`src/rtl/llf_pkg.sv`:
```
// llf_pkg: widths, codes, types and arithmetic helpers for the ladder low-pass filter
// no dependencies; used by llf_front, llf_engine and ladder_lowpass_filter_unit
package llf_pkg;

    // fixed field widths
    localparam int SAMPLE_W       = 16;
    localparam int STAGE_W        = 32;
    localparam int CUT_W          = 15;
    localparam int RES_W          = 17;
    localparam int COEF_FRAC_BITS = 15;
    localparam int NUM_STAGES     = 4;
    localparam int STAGE_IDX_W    = $clog2(NUM_STAGES);

    // input queue between front and engine (power of two depth)
    localparam int QUEUE_DEPTH = 2;
    localparam int QUEUE_AW    = $clog2(QUEUE_DEPTH);
    localparam int QUEUE_CW    = $clog2(QUEUE_DEPTH + 1);

    // configuration port
    localparam int CFG_IDX_W  = 1;
    localparam int CFG_DATA_W = (CUT_W > RES_W) ? CUT_W : RES_W;
    localparam logic [CFG_IDX_W-1:0] CFG_CUTOFF = 1'd0;
    localparam logic [CFG_IDX_W-1:0] CFG_RESON  = 1'd1;
    localparam logic [CUT_W-1:0] CUTOFF_RESET = 15'd30000;
    localparam logic [RES_W-1:0] RESON_RESET  = 17'd0;

    // datapath widths, derived from the field widths and the fraction bits
    localparam int FB_W      = RES_W + STAGE_W + 1 - COEF_FRAC_BITS;
    localparam int PREV_BASE = (FB_W > STAGE_W) ? FB_W : STAGE_W;
    localparam int PREV_W    = PREV_BASE + 1;
    localparam int DIFF_W    = PREV_W + 1;
    localparam int MUL_B_W   = CFG_DATA_W + 1;
    localparam int PROD_W    = DIFF_W + MUL_B_W;

    localparam logic signed [SAMPLE_W-1:0] OUT_MAX = {1'b0, {(SAMPLE_W-1){1'b1}}};
    localparam logic signed [SAMPLE_W-1:0] OUT_MIN = {1'b1, {(SAMPLE_W-1){1'b0}}};

    typedef struct packed {
        logic signed [SAMPLE_W-1:0] sample;
    } llf_item_t;

    typedef struct packed {
        logic [CUT_W-1:0] cutoff;
        logic [RES_W-1:0] resonance;
    } llf_coef_t;

    // divide by 2^COEF_FRAC_BITS, rounding toward zero
    function automatic logic signed [PROD_W-1:0] scale_down(
        input logic signed [PROD_W-1:0] p
    );
        logic signed [PROD_W-1:0] bias;
        bias = '0;
        if (p[PROD_W-1]) begin
            bias = PROD_W'((64'd1 << COEF_FRAC_BITS) - 64'd1);
        end
        return (p + bias) >>> COEF_FRAC_BITS;
    endfunction

    function automatic logic signed [SAMPLE_W-1:0] saturate(
        input logic signed [STAGE_W-1:0] v
    );
        logic signed [SAMPLE_W-1:0] r;
        if (v > STAGE_W'(OUT_MAX)) begin
            r = OUT_MAX;
        end else if (v < STAGE_W'(OUT_MIN)) begin
            r = OUT_MIN;
        end else begin
            r = v[SAMPLE_W-1:0];
        end
        return r;
    endfunction

endpackage

```
`src/rtl/llf_engine.sv`:
```
// llf_engine: sequencer with one shared multiplier running the feedback and four stages
// depends on llf_pkg
module llf_engine (
    input  logic                                aclk,
    input  logic                                aresetn,
    input  logic                                q_valid,
    output logic                                q_ready,
    input  llf_pkg::llf_item_t                  q_item,
    input  llf_pkg::llf_coef_t                  coef,
    output logic                                m_valid,
    input  logic                                m_ready,
    output logic signed [llf_pkg::SAMPLE_W-1:0] m_sample_out
);

    typedef enum logic [4:0] {
        ST_IDLE = 5'b00001,
        ST_PREV = 5'b00010,
        ST_MUL  = 5'b00100,
        ST_ACC  = 5'b01000,
        ST_OUT  = 5'b10000
    } llf_state_t;

    llf_state_t                               state_reg, state_next;
    logic [llf_pkg::STAGE_IDX_W-1:0]          idx_reg;
    logic signed [llf_pkg::STAGE_W-1:0]       stage_reg [llf_pkg::NUM_STAGES];
    logic signed [llf_pkg::SAMPLE_W-1:0]      x_reg;
    logic signed [llf_pkg::PREV_W-1:0]        prev_reg;
    logic signed [llf_pkg::PROD_W-1:0]        prod_reg;
    logic                                     m_valid_reg;
    logic signed [llf_pkg::SAMPLE_W-1:0]      out_reg;

    logic signed [llf_pkg::STAGE_W-1:0]       own;
    logic signed [llf_pkg::DIFF_W-1:0]        diff;
    logic signed [llf_pkg::DIFF_W-1:0]        mul_a;
    logic signed [llf_pkg::MUL_B_W-1:0]       mul_b;
    logic signed [llf_pkg::PROD_W-1:0]        prod;
    logic signed [llf_pkg::PROD_W-1:0]        scaled;
    logic signed [llf_pkg::STAGE_W-1:0]       stage_new;
    logic                                     pop;
    logic                                     out_free;

    assign q_ready      = (state_reg == ST_IDLE);
    assign pop          = q_valid && q_ready;
    assign m_valid      = m_valid_reg;
    assign m_sample_out = out_reg;
    assign out_free     = !m_valid_reg || m_ready;

    assign own  = stage_reg[idx_reg];
    assign diff = llf_pkg::DIFF_W'(prev_reg) - llf_pkg::DIFF_W'(own);

    // idle uses the multiplier for the feedback term, later states for the stages
    always_comb begin
        if (state_reg == ST_IDLE) begin
            mul_a = llf_pkg::DIFF_W'(stage_reg[llf_pkg::NUM_STAGES-1]);
            mul_b = $signed({1'b0, llf_pkg::CFG_DATA_W'(coef.resonance)});
        end else begin
            mul_a = diff;
            mul_b = $signed({1'b0, llf_pkg::CFG_DATA_W'(coef.cutoff)});
        end
    end

    assign prod      = mul_a * mul_b;
    assign scaled    = llf_pkg::scale_down(prod_reg);
    assign stage_new = own + scaled[llf_pkg::STAGE_W-1:0];

    always_comb begin
        state_next = state_reg;
        unique case (state_reg)
            ST_IDLE: begin
                if (q_valid) begin
                    state_next = ST_PREV;
                end
            end
            ST_PREV: state_next = ST_MUL;
            ST_MUL:  state_next = ST_ACC;
            ST_ACC: begin
                if (idx_reg == llf_pkg::STAGE_IDX_W'(llf_pkg::NUM_STAGES - 1)) begin
                    state_next = ST_OUT;
                end else begin
                    state_next = ST_MUL;
                end
            end
            ST_OUT: begin
                if (out_free) begin
                    state_next = ST_IDLE;
                end
            end
            default: state_next = ST_IDLE;
        endcase
    end

    always_ff @(posedge aclk) begin
        if (!aresetn) begin
            state_reg   <= ST_IDLE;
            idx_reg     <= '0;
            m_valid_reg <= 1'b0;
            for (int i = 0; i < llf_pkg::NUM_STAGES; i++) begin
                stage_reg[i] <= '0;
            end
        end else begin
            state_reg <= state_next;
            if (state_reg == ST_OUT && out_free) begin
                m_valid_reg <= 1'b1;
            end else if (m_ready) begin
                m_valid_reg <= 1'b0;
            end
            if (state_reg == ST_PREV) begin
                idx_reg <= '0;
            end
            if (state_reg == ST_ACC) begin
                stage_reg[idx_reg] <= stage_new;
                idx_reg            <= idx_reg + 1'b1;
            end
        end
    end

    // datapath registers
    always_ff @(posedge aclk) begin
        if (pop) begin
            x_reg <= q_item.sample;
        end
        if (pop || state_reg == ST_MUL) begin
            prod_reg <= prod;
        end
        if (state_reg == ST_PREV) begin
            // input minus scaled feedback
            prev_reg <= llf_pkg::PREV_W'(x_reg) - llf_pkg::PREV_W'(scaled);
        end
        if (state_reg == ST_ACC) begin
            prev_reg <= llf_pkg::PREV_W'(stage_new);
        end
        if (state_reg == ST_OUT && out_free) begin
            out_reg <= llf_pkg::saturate(stage_reg[llf_pkg::NUM_STAGES-1]);
        end
    end

    a_last_stage_to_out: assert property (@(posedge aclk) disable iff (!aresetn)
        (state_reg == ST_ACC &&
         idx_reg == llf_pkg::STAGE_IDX_W'(llf_pkg::NUM_STAGES - 1)) |=> state_reg == ST_OUT)
        else $error("engine did not finish after last stage");

    a_result_from_out: assert property (@(posedge aclk) disable iff (!aresetn)
        $rose(m_valid_reg) |-> $past(state_reg == ST_OUT))
        else $error("result raised outside output step");

    a_mul_order: assert property (@(posedge aclk) disable iff (!aresetn)
        state_reg == ST_MUL |-> ($past(state_reg) == ST_PREV || $past(state_reg) == ST_ACC))
        else $error("stage multiply out of sequence");

    a_idx_reset: assert property (@(posedge aclk) disable iff (!aresetn)
        state_reg == ST_PREV |=> idx_reg == '0)
        else $error("stage index not cleared before first stage");

endmodule

```
`config.mk`:
```
export PLATFORM = sky130hd
export DESIGN_NAME = llf_engine
export DESIGN_NICKNAME = d
export VERILOG_FILES = /design/src/rtl/llf_pkg.sv /design/src/rtl/llf_engine.sv
export SDC_FILE = /design/constraint.sdc
export NUM_CORES = 2
export LEC_CHECK = 0
export BUFFER_PORTS_ARGS = -buffer_cell sky130_fd_sc_hd__buf_2
export CAP_MARGIN = 10
export CORE_MARGIN = 3
export CORE_UTILIZATION = 44
export CTS_CLUSTER_SIZE = 14
export DETAILED_ROUTE_END_ITERATION = 8
export HOLD_SLACK_MARGIN = 0.15
export PLACE_DENSITY = 0.63
export SLEW_MARGIN = 0
export SYNTH_ARGS = -nofsm -noshare
export SYNTH_HDL_FRONTEND = slang
export SYNTH_SLANG_ARGS = --single-unit
```
`constraint.sdc`:
```
create_clock -name aclk -period 32.3 [get_ports aclk]
set_input_delay 1.615 -clock aclk [delete_from_list [all_inputs] [get_ports aclk]]
set_output_delay 1.615 -clock aclk [all_outputs]
set_load 0.01 [all_outputs]
```
==> run metrics <==
outcome completed; register area 0.00765 sq mm; Unique masters post-synth 73; asr flop ratio synth 0%; Tot GR Track Use 24.9%; Vias roughly 29k; Skew-Pair Late Insertion Delay roughly 0.6 ns; Setup Buffers After CTS 0; Area Growth Syn to Fin 7.53%; Hold Crit Start m_valid$_SDFFE_PN0P_; grt total ovfl 0; Crit path top cell by count fa_1; routed vias/inst 5.47; Remaining DRCs 0; Placer Congestion ~0.92; Worst EP required 32.62 ns; post-route setup TNS 0 ns; CP peak stage delay 0.61 ns; Clock Sinks 258; Slowest-stage cell, CP mux4_2; area occupied by multi-input gates 0.0267 sq mm; Period minus WS final between 10 and 15 ns; RSZ-0062 raised after global routing false; Synth Instances ~4.1k; CP top delay family compound AO/OA/AOI/OAI gates; # hold bufs at CTS 0; fraction of layout cells with a size suffix above 1 6.36%; Netlist Area Pre-Place 0.0380 sq mm; EDFF count, synth 248; Layout Utilization 47.8%; final hold vios 0; clk buf depth 3; Iter 0 DRT Violations 2283; Final ANT Viol Nets 0; Syn Nets slightly below 5k; period utilization 35.7%; Ys Warns 0; first-pass GRT wire length 172000 um; number of global-route vias before repair 30.3k; commonest non-fill, non-tap cell in the layout inv_1; Worst Setup End Kind flip-flop; Post-DP HPWL 87500 um; Ports 70; Synth Area per Inst 9.34 sq um; Rel. slew slack between 10% and 20%; Worst Max-Slew Pin Slew approximately 1.3 ns; routed length per instance roughly 21 um; Setup CP Type flip-flop to flip-flop; Fillers 8278; CP Launch Type flip-flop; root buffer cell clkbuf_16; H-tree levels 1; dominant synthesized flop cell edfxtp_1; critical path fanouts, max 32; placed insts ~5.2k; largest net degree at the start of global routing 85; worst hold path class flip-flop to flip-flop; die height around 300 um; Die X 300 um; Site Rows 107; Worst-path clk slew 0.06 ns; CTS tree built; max reg flops 128; antenna violations before repair 4; CTS Buf Count 31; Nets 4970; DIE AREA 0.0899 sq mm; Seq cells post-synth 258; CP Buf/Inv Count 5; clock skew 0.0357 ns; most frequent cells in the layout inv_1 (836), fa_1 (594), nand2_1 (404); Pre-Repair DR Iteration Count 6; Arr. time, crit path 11.86 ns; Pins Over Slew Limit 0; final WL 109000 um; max-cap violations 0; initial core utilization approximately 44%; fmax 86.6 MHz; non-filler instance count after layout 5247; share of the yosys chip area belonging to registers 20.1%; Port Buffers 69; Resized Gates After CTS 0; Core Area 0.0854 sq mm; final setup violating endpoints 0
path summary, 6_finish.rpt:
| path | cells past startpoint | slack [ns] | end |
|---|---|---|---|
| worst max-delay path | 35 | 20.75 | prod_reg[54]$_DFFE_PP_ |
| worst min-delay path | 2 | 0.54 | m_valid$_SDFFE_PN0P_ |
| worst max register to register | 35 | 20.75 | prod_reg[54]$_DFFE_PP_ |
| worst min register to register | 2 | 0.54 | m_valid$_SDFFE_PN0P_ |
cell usage after synthesis, types with 6 or more instances:
| cell type | number | area, sq um |
|---|---|---|
| o31ai_1 | 9 | 67.6 |
| nand3_1 | 30 | 150 |
| edfxtp_1 | 248 | 7450 |
| o21a_1 | 28 | 210 |
| nor3b_1 | 6 | 45.0 |
| buf_1 | 16 | 60.1 |
| o31a_1 | 10 | 87.6 |
| and2_1 | 65 | 407 |
| mux2i_1 | 7 | 70.1 |
| xor2_1 | 59 | 517 |
| nor3_1 | 32 | 160 |
| a32o_1 | 10 | 100 |
| a22o_1 | 22 | 193 |
| a211oi_1 | 15 | 113 |
| and3_1 | 90 | 563 |
| o211ai_1 | 9 | 67.6 |
| a21boi_0 | 7 | 52.6 |
| a32oi_1 | 23 | 201 |
| nor2b_1 | 17 | 106 |
| o21bai_1 | 19 | 143 |
| a21oi_1 | 170 | 851 |
| nand2b_1 | 53 | 332 |
| and4_1 | 7 | 61.3 |
| dfxtp_1 | 10 | 200 |
| or2_2 | 19 | 119 |
| inv_1 | 837 | 3140 |
| or3_1 | 10 | 62.6 |
| a22oi_1 | 25 | 188 |
| o21ai_0 | 100 | 500 |
| o21ai_1 | 9 | 45.0 |
| nor2_1 | 371 | 1390 |
| clkbuf_1 | 131 | 492 |
| a31oi_1 | 12 | 75.1 |
| xnor2_1 | 118 | 1030 |
| mux4_2 | 32 | 721 |
| ha_1 | 247 | 3090 |
| nand4_1 | 21 | 131 |
| or2_1 | 6 | 37.5 |
| nand2_1 | 406 | 1520 |
| a21o_1 | 101 | 758 |
| fa_1 | 594 | 11900 |
metrics by stage:
| step | setup slack [ns] | hold slack, ns | cell area, sq um |
|---|---|---|---|
| after floorplan | 21.83 | 0.508 | 38000 |
| after CTS | 20.77 | 0.532 | 40800 |
| after global routing | 20.31 | 0.588 | 40800 |
| after global placement | 21.06 | 0.527 | 39700 |
| final | 20.75 | 0.538 | 40800 |
| after detailed placement | 20.81 | 0.515 | 39700 |
logic make-up (layout without fill, tap and decap cells):
kind of cell	count (synthesis)	in the layout	synth area share [%]
AO/OA/AOI/OAI	611	611	10.7
XOR/XNOR	177	177	4.08
adder cells (fa/ha/maj)	841	841	39.5
buffers and inverters	986	1023	9.75
flip-flops	258	258	20.1
multiplexers	40	40	2.11
other	0	2	0
AND/OR/NAND/NOR	1151	1151	13.8
tightest hold or removal path: cells and delay by family, from the launching register on:
kind	cells	cell delay, ns
and+or+nand+nor	1	0.10
DFF	1	0.31
AOI/OAI and AO/OA	1	0.08
layout make-up:
class	count	area share, %
inverter	838	7.71
clock inverter	22	0.748
multi-input combinational	2820	65.4
antenna	2	0.0123
tap	1144	3.51
clock buffer	35	1.94
sequential	258	18.7
timing repair buffer	128	1.93
layer usage:
layer | global-route usage, % | part of all wire, % | up-vias
li1 | - | - | 13000
met1 | 32.2 | 40 | 14400
met2 | 41.9 | 48 | 999
met3 | 4.36 | 7.6 | 240
met4 | 9.56 | 4.4 | 4
met5 | 0 | 0.018 | -
Power is not shown: default switching activity piles up to over one toggle a cycle in this logic, so the estimate is an artifact.
