`src/rtl/llf_pkg.sv`:
```
// llf_pkg: widths, codes, types and arithmetic helpers for the ladder low-pass filter
// no dependencies; used by llf_front, llf_engine and ladder_lowpass_filter_unit
package llf_pkg;

    // fixed field widths
    localparam int SAMPLE_W       = 16;
    localparam int STAGE_W        = 32;
    localparam int CUT_W          = 15;
    localparam int RES_W          = 17;
    localparam int COEF_FRAC_BITS = 15;
    localparam int NUM_STAGES     = 4;
    localparam int STAGE_IDX_W    = $clog2(NUM_STAGES);

    // input queue between front and engine (power of two depth)
    localparam int QUEUE_DEPTH = 2;
    localparam int QUEUE_AW    = $clog2(QUEUE_DEPTH);
    localparam int QUEUE_CW    = $clog2(QUEUE_DEPTH + 1);

    // configuration port
    localparam int CFG_IDX_W  = 1;
    localparam int CFG_DATA_W = (CUT_W > RES_W) ? CUT_W : RES_W;
    localparam logic [CFG_IDX_W-1:0] CFG_CUTOFF = 1'd0;
    localparam logic [CFG_IDX_W-1:0] CFG_RESON  = 1'd1;
    localparam logic [CUT_W-1:0] CUTOFF_RESET = 15'd30000;
    localparam logic [RES_W-1:0] RESON_RESET  = 17'd0;

    // datapath widths, derived from the field widths and the fraction bits
    localparam int FB_W      = RES_W + STAGE_W + 1 - COEF_FRAC_BITS;
    localparam int PREV_BASE = (FB_W > STAGE_W) ? FB_W : STAGE_W;
    localparam int PREV_W    = PREV_BASE + 1;
    localparam int DIFF_W    = PREV_W + 1;
    localparam int MUL_B_W   = CFG_DATA_W + 1;
    localparam int PROD_W    = DIFF_W + MUL_B_W;

    localparam logic signed [SAMPLE_W-1:0] OUT_MAX = {1'b0, {(SAMPLE_W-1){1'b1}}};
    localparam logic signed [SAMPLE_W-1:0] OUT_MIN = {1'b1, {(SAMPLE_W-1){1'b0}}};

    typedef struct packed {
        logic signed [SAMPLE_W-1:0] sample;
    } llf_item_t;

    typedef struct packed {
        logic [CUT_W-1:0] cutoff;
        logic [RES_W-1:0] resonance;
    } llf_coef_t;

    // divide by 2^COEF_FRAC_BITS, rounding toward zero
    function automatic logic signed [PROD_W-1:0] scale_down(
        input logic signed [PROD_W-1:0] p
    );
        logic signed [PROD_W-1:0] bias;
        bias = '0;
        if (p[PROD_W-1]) begin
            bias = PROD_W'((64'd1 << COEF_FRAC_BITS) - 64'd1);
        end
        return (p + bias) >>> COEF_FRAC_BITS;
    endfunction

    function automatic logic signed [SAMPLE_W-1:0] saturate(
        input logic signed [STAGE_W-1:0] v
    );
        logic signed [SAMPLE_W-1:0] r;
        if (v > STAGE_W'(OUT_MAX)) begin
            r = OUT_MAX;
        end else if (v < STAGE_W'(OUT_MIN)) begin
            r = OUT_MIN;
        end else begin
            r = v[SAMPLE_W-1:0];
        end
        return r;
    endfunction

endpackage

```
`src/rtl/llf_front.sv`:
```
// llf_front: input side of the filter, takes sample beats into a short queue
// depends on llf_pkg
module llf_front (
    input  logic                                aclk,
    input  logic                                aresetn,
    input  logic                                s_valid,
    output logic                                s_ready,
    input  logic signed [llf_pkg::SAMPLE_W-1:0] s_sample_in,
    output logic                                q_valid,
    input  logic                                q_ready,
    output llf_pkg::llf_item_t                  q_item
);

    llf_pkg::llf_item_t                 slot_reg [llf_pkg::QUEUE_DEPTH];
    logic [llf_pkg::QUEUE_AW-1:0]       wr_ptr_reg, wr_ptr_next;
    logic [llf_pkg::QUEUE_AW-1:0]       rd_ptr_reg, rd_ptr_next;
    logic [llf_pkg::QUEUE_CW-1:0]       count_reg, count_next;
    logic                               push, pop;

    assign s_ready = (count_reg != llf_pkg::QUEUE_CW'(llf_pkg::QUEUE_DEPTH));
    assign q_valid = (count_reg != '0);
    assign q_item  = slot_reg[rd_ptr_reg];
    assign push    = s_valid && s_ready;
    assign pop     = q_valid && q_ready;

    always_comb begin
        wr_ptr_next = wr_ptr_reg;
        rd_ptr_next = rd_ptr_reg;
        count_next  = count_reg;
        if (push) begin
            wr_ptr_next = wr_ptr_reg + 1'b1;
        end
        if (pop) begin
            rd_ptr_next = rd_ptr_reg + 1'b1;
        end
        if (push && !pop) begin
            count_next = count_reg + 1'b1;
        end else if (pop && !push) begin
            count_next = count_reg - 1'b1;
        end
    end

    always_ff @(posedge aclk) begin
        if (!aresetn) begin
            wr_ptr_reg <= '0;
            rd_ptr_reg <= '0;
            count_reg  <= '0;
        end else begin
            wr_ptr_reg <= wr_ptr_next;
            rd_ptr_reg <= rd_ptr_next;
            count_reg  <= count_next;
        end
    end

    always_ff @(posedge aclk) begin
        if (push) begin
            slot_reg[wr_ptr_reg].sample <= s_sample_in;
        end
    end

endmodule

```
`config.mk`:
```
export PLATFORM = sky130hd
export DESIGN_NAME = llf_front
export DESIGN_NICKNAME = d
export VERILOG_FILES = /design/src/rtl/llf_pkg.sv /design/src/rtl/llf_front.sv
export SDC_FILE = /design/constraint.sdc
export NUM_CORES = 1
export LEC_CHECK = 0
export BUFFER_PORTS_ARGS = -buffer_cell sky130_fd_sc_hd__buf_4
export CELL_PAD_IN_SITES_DETAIL_PLACEMENT = 1
export CELL_PAD_IN_SITES_GLOBAL_PLACEMENT = 1
export CORE_AREA = 8 8 53 88
export CTS_CLUSTER_DIAMETER = 120
export DETAILED_ROUTE_END_ITERATION = 8
export DIE_AREA = 0 0 61 96
export GPL_TIMING_DRIVEN = 0
export PLACE_DENSITY = 0.73
export RECOVER_POWER = 25
export SYNTH_ARGS = -nofsm -noshare
export SYNTH_HDL_FRONTEND = slang
export SYNTH_SLANG_ARGS = --single-unit
export TNS_END_PERCENT = 50
```
`constraint.sdc`:
```
create_clock -name aclk -period 1.68 [get_ports aclk]
set_input_delay 0.084 -clock aclk [delete_from_list [all_inputs] [get_ports aclk]]
set_output_delay 0.084 -clock aclk [all_outputs]
set_load 0.05 [all_outputs]
```
==> results of run 1 <==
-- power groups by stage --
stage	Sequential, mW	Combinational [mW]	Clock, mW
after floorplan	1.22	0.933	0
after global placement	1.23	1.25	0
after detailed placement	1.24	1.29	0
after CTS	1.22	1.32	0.598
after global routing	1.24	1.37	0.632
final	1.22	1.30	0.575
-- stage by stage --
stage	std cells	setup TNS, ps	total power, mW	util, %	cell area [sq um]
after floorplan	74	0	2.15	-	1390
after global placement	157	0	2.48	49.1	1730
after detailed placement	157	-341	2.54	49.1	1730
after CTS	180	0	3.14	55.9	1970
after global routing	180	0	3.24	55.6	1960
final	180	0	3.09	55.6	1960
-- placed cells by master, fill, tap and decap left out, types with 2 or more instances in the layout --
master	count
edfxtp_1	32
clkbuf_1	5
buf_4	26
clkinv_2	2
clkbuf_4	7
clkbuf_8	5
xnor2_1	2
dfxtp_1	4
dlygate4sd3_1	16
and2_1	4
mux2_2	16
-- layout make-up --
cell class              count  area (sq um)  share of cell area (%)
repair buffers             53           423                    21.6
flip-flops and latches     37          1060                    54.2
clock inverters             2          10.0                   0.511
plain buffers               1          5.00                   0.256
clock buffers               6          72.6                    3.71
well taps                  46          57.6                    2.94
multi-input cells          34           320                    16.4
inverters                   1          7.51                   0.383
-- path summary, 6_finish.rpt --
path / slack, ps / start / to
setup / recovery: 90 / register / q_item[1]
setup reg to reg: 110 / count_reg[1]$_SDFFE_PN0P_ / count_reg[1]$_SDFFE_PN0P_
hold reg to reg: 570 / count_reg[1]$_SDFFE_PN0P_ / count_reg[1]$_SDFFE_PN0P_
hold / removal: 50 / aresetn / register
-- critical path, cell delays in order (launching register included) --
cell and delay (ps):
dfxtp_1 300, buf_2 330, mux2_2 390, buf_4 190
-- routing by layer --
metal | up-vias | global-route usage (%) | share of wire, %
met5 | - | 0 | 0
li1 | 394 | - | -
met4 | 0 | 5.87 | 2.1
met2 | 28 | 22.0 | 58
met1 | 413 | 10.1 | 35
met3 | 6 | 3.61 | 5.1
-- cell families (layout without fill, tap and decap cells) --
family / after synthesis / count (layout) / synth area share (%)
simple gates: 9 / 9 / 4.67
compound gates: 5 / 5 / 2.51
xor+xnor: 3 / 3 / 1.89
mux: 16 / 16 / 12.9
flops: 37 / 37 / 76.1
buf+inv: 3 / 63 / 0.987
fa+ha+maj: 1 / 1 / 0.898
-- timing repair --
item	4_1_cts	5_1_grt
gates resized for setup	1	2
setup endpoints to repair	26	17
setup buffers	0	0
hold endpoints to repair	32	0
pin swaps	0	0
gates cloned	0	0
hold buffers	16	0
==> results.cfg, run 1 <==
[sta]
rsz0062_at_grt = no
relSlewSlack_pct = 72.4
fin_crit_sh_pct = 94.4
setup_violations = 0
hold_ws_ps = 49.6
period_minus_slack_ps = 1590
hold_viol = 0
finalMaxSlewViolations = 0
finalClockSkew_ps = 2.61
tightest_slew_ps = 414
worst_slack_ps = 94.4
fmax_mhz = 631

[logic_synthesis]
yosys-top-cells-count = edfxtp_1 (32), mux2_2 (16), dfxtp_1 (5), and2_1 (4)
ys_types = 19
seq_area_frac_synth_pct = 76.1
synth_seq_cells = 37
yosysTopAreaCellShare_pct = 68.9
yosys-top-cells-area = edfxtp_1 (69%), mux2_2 (13%), dfxtp_1 (7.2%)
synth-async-reset-ratio_pct = 0
syn-num-nets = 95
syn-cell-area_sq_um = 1390
syn_avg_cell_area_sq_um = 18.8
synth_area_leader_cell = edfxtp_1
ys.flop_type = edfxtp_1
synth_edf_count = 32
ys_warn_count = 0
synthCells = 74
synth.most_common_cell = edfxtp_1

[cells_and_area]
nNetsFinal = 154
areaGrowthSynthToFinish_pct = 40.5
fillers = 357
largest_reg_flops = 32
drive_gt1_share_pct = 47.0
n_antenna_cell = 0

[floorplan]
fp.coreArea_sq_um = 3520
fp.dieW_um = 61
fp.dieH_um = 96
io_pins = 38
die-area_sq_um = 5860
rows = 29
start_util_pct = 39.6

[setup_path]
arrival_ps = 1500
cp_max_fo = 16
rr_worst_depth = 5
worst_setup_path_start_kind = register
end_kind = primary output
critical_path_class = register to primary output
critical_path_required_ps = 1600

[outcome]
status = complete, no violations

[grt]
antenna_found_initial = 0
grt_pass1_vias = 966
track_usage_pct = 11.5
grt-ovfl-total = 0
grt_pass1_wl_um = 4760
grt_start_max_net_pins = 17

[placement]
routabilityCongestion = 0.617
io_buffers = 37
preCtsSetupSlack_ps = -22.2

[pwr]
p_sw_share_pct = 38.0
ir_worst_vdd_mv = 0.778
p_comb_share_pct = 41.9
power_leakage_nw = 0.734
seq_power_share_pct = 39.5
p_sw_mw = 1.17
p_int_mw = 1.92
p_per_area_nw_per_um2 = 1580
p_clk_share_pct = 18.6

[route]
antenna_left = 0
dr.pass1.iters = 2
drt-total-wl_um = 3050
routedWlPerCell_um = 16.9
viasPerCell = 4.67
first_iter_violations = 11
vias = 841
drc = 0

[worst_hold_path]
holdPathStages = 2
hold_class = input pin to register

[clocking]
cts-root-buf = clkbuf_8
clkSlewWorstSetupHoldPaths_ps = 70
cts_tree = built
cts.sinks = 37
ctsHtreeMaxLevel = 2
numCtsBuffers = 5
clk_path_buf_depth = 2
worstSkewPairLatency_ps = 280

[run]
maxCapViolCount = 0
Note: power is estimated with default switching activity, not from simulation.
==> inputs of run 2 (changes only) <==
Settings changed: SLEW_MARGIN set to 15.
Clock period 1.68 ns to 1.8 ns, I/O delays scaled along.
==> run 2 against run 1 <==
Against the previous run: clock power decreased by 7.3%; power decreased by 6.8%; clock skew about the same; die area unchanged; wire length increased by 0.16%; worst setup slack improved by 4.3 ps; register-to-register slack improved by 20 ps; sequential power decreased by 7%; largest cell class unchanged; largest power group unchanged.
==> results.cfg, run 2 (synthesis results as in run 1) <==
[route]
first_iter_violations = 13
drt-total-wl_um = 3050
dr.pass1.iters = 2
routedWlPerCell_um = 16.9
drc = 0
viasPerCell = 4.62
vias = 836
antenna_left = 0

[setup_path]
path_common_cell = buf_2
cp_max_fo = 10
crit_buf_inv = 3
worstReg2RegStart = count_reg[0]$_SDFFE_PN0P_
critical_path_required_ps = 1710
worst_setup_path_start_kind = register
slowest_delay_ps = 370
end_kind = primary output
path_cells = buf_2 > buf_2 > mux2_2 > buf_4
reg2reg_to = slot_reg[1][2]$_DFFE_PP_
path_delay_family = buffers and inverters
critical_path_class = register to primary output
arrival_ps = 1610
rrSetupSlack_ps = 130
rr_worst_depth = 2
slowest_stage = mux2_2

[clocking]
cts_tree = built
cts_setup_buffers = 0
cts_hold_buffers = 16
ctsHtreeMaxLevel = 2
numCtsBuffers = 5
worstSkewPairLatency_ps = 280
cts.sinks = 37
clkSlewWorstSetupHoldPaths_ps = 70
ctsResizeCount = 0
cts-root-buf = clkbuf_8
clk_path_buf_depth = 2

[cells_and_area]
nNetsFinal = 155
areaGrowthSynthToFinish_pct = 40.4
instances_no_fill = 181
drive_gt1_share_pct = 45.2
largest_reg_flops = 32
layout_commonest_cell = edfxtp_1
n_antenna_cell = 0
mostFrequentLayoutCells = edfxtp_1 (32), buf_4 (26), mux2_2 (16), dlygate4sd3_1 (16), clkbuf_4 (7)

[floorplan]
start_util_pct = 39.6
fp.coreArea_sq_um = 3520
io_pins = 38
fp.dieW_um = 61
fp.dieH_um = 96
die-area_sq_um = 5860
rows = 29

[pwr]
p_per_area_nw_per_um2 = 1470
power_leakage_nw = 0.746
p_sw_mw = 1.09
p_comb_share_pct = 42.0
seq_power_share_pct = 39.5
p_clk_share_pct = 18.5
power.total_mw = 2.88
ir_worst_vdd_mv = 0.726
p_sw_share_pct = 37.9
p_int_mw = 1.79

[worst_hold_path]
min_from = aresetn
holdPathStages = 2
hold_class = input pin to register

[sta]
fmax_mhz = 588
finalMaxSlewViolations = 0
hold_viol = 0
finalClockSkew_ps = 2.48
tightest_slew_ps = 802
setup_violations = 0
final.setup.tns_ps = 0
relSlewSlack_pct = 46.5
fin_crit_sh_pct = 94.5
period_minus_slack_ps = 1700
rsz0062_at_grt = no

[outcome]
status = complete, no violations

[placement]
routabilityCongestion = 0.617
io_buffers = 37
placed_cells = 157

[run]
maxCapViolCount = 0

[grt]
grt_pass1_wl_um = 4790
track_usage_pct = 11.6
grt_pass1_vias = 972
grt-ovfl-total = 0
antenna_found_initial = 0
grt_start_max_net_pins = 17
==> run 2: cell types whose count changed in the layout (fill, tap and decap cells not counted) <==
cell,previous run,this run
and3_1,0,1
and3_2,1,0
buf_2,1,2
clkinvlp_4,1,0
dfxtp_1,4,5
dfxtp_2,1,0
inv_1,0,1
==> run 2: layout make-up <==
cell class | instances | area, sq um
Buffer | 2 | 10.0
Clock buffer | 6 | 72.6
Clock inverter | 2 | 10.0
Fill cell | 357 | 1560
Inverter | 1 | 3.75
Multi-Input combinational cell | 34 | 319
Sequential cell | 37 | 1060
Tap cell | 46 | 57.6
Timing Repair Buffer | 53 | 423
==> run 2: through the flow <==
step	utilization, %	area [sq um]	setup slack, ps	hold slack, ps
floorplan	-	1390	200	189
global placement	49.1	1730	176	276
detailed placement	49.1	1730	97.8	280
CTS	56.0	1970	53.0	45.3
global route	55.6	1960	9.03	46.0
finish	55.6	1960	98.7	55.6
==> run 2: per-layer routing <==
metal	vias up	global-route usage [%]	routed length, um
met5	-	0	0
met4	0	5.87	65
met3	6	3.61	156
met2	28	22.4	1780
met1	406	9.89	1050
li1	396	-	-
==> run 2: worst max path at each step <==
stage                               from                         to  cells past startpoint
6_report                        register                 q_item[14]                      4
3_5_place_dp   count_reg[0]$_SDFFE_PN0P_   slot_reg[1][8]$_DFFE_PP_                      2
5_1_grt                         register                 q_item[14]                      4
3_3_place_gp   count_reg[0]$_SDFFE_PN0P_   slot_reg[1][8]$_DFFE_PP_                      2
2_1_floorplan  count_reg[0]$_SDFFE_PN0P_  count_reg[1]$_SDFFE_PN0P_                      5
4_1_cts                         register                 q_item[14]                      4
==> run 2: power by group through the flow <==
stage	Combinational, mW	Clock (mW)	Sequential [mW]
after CTS	1.24	0.559	1.14
after detailed placement	1.21	0	1.16
after global routing	1.28	0.590	1.15
after floorplan	0.871	0	1.14
final	1.21	0.533	1.14
after global placement	1.17	0	1.14
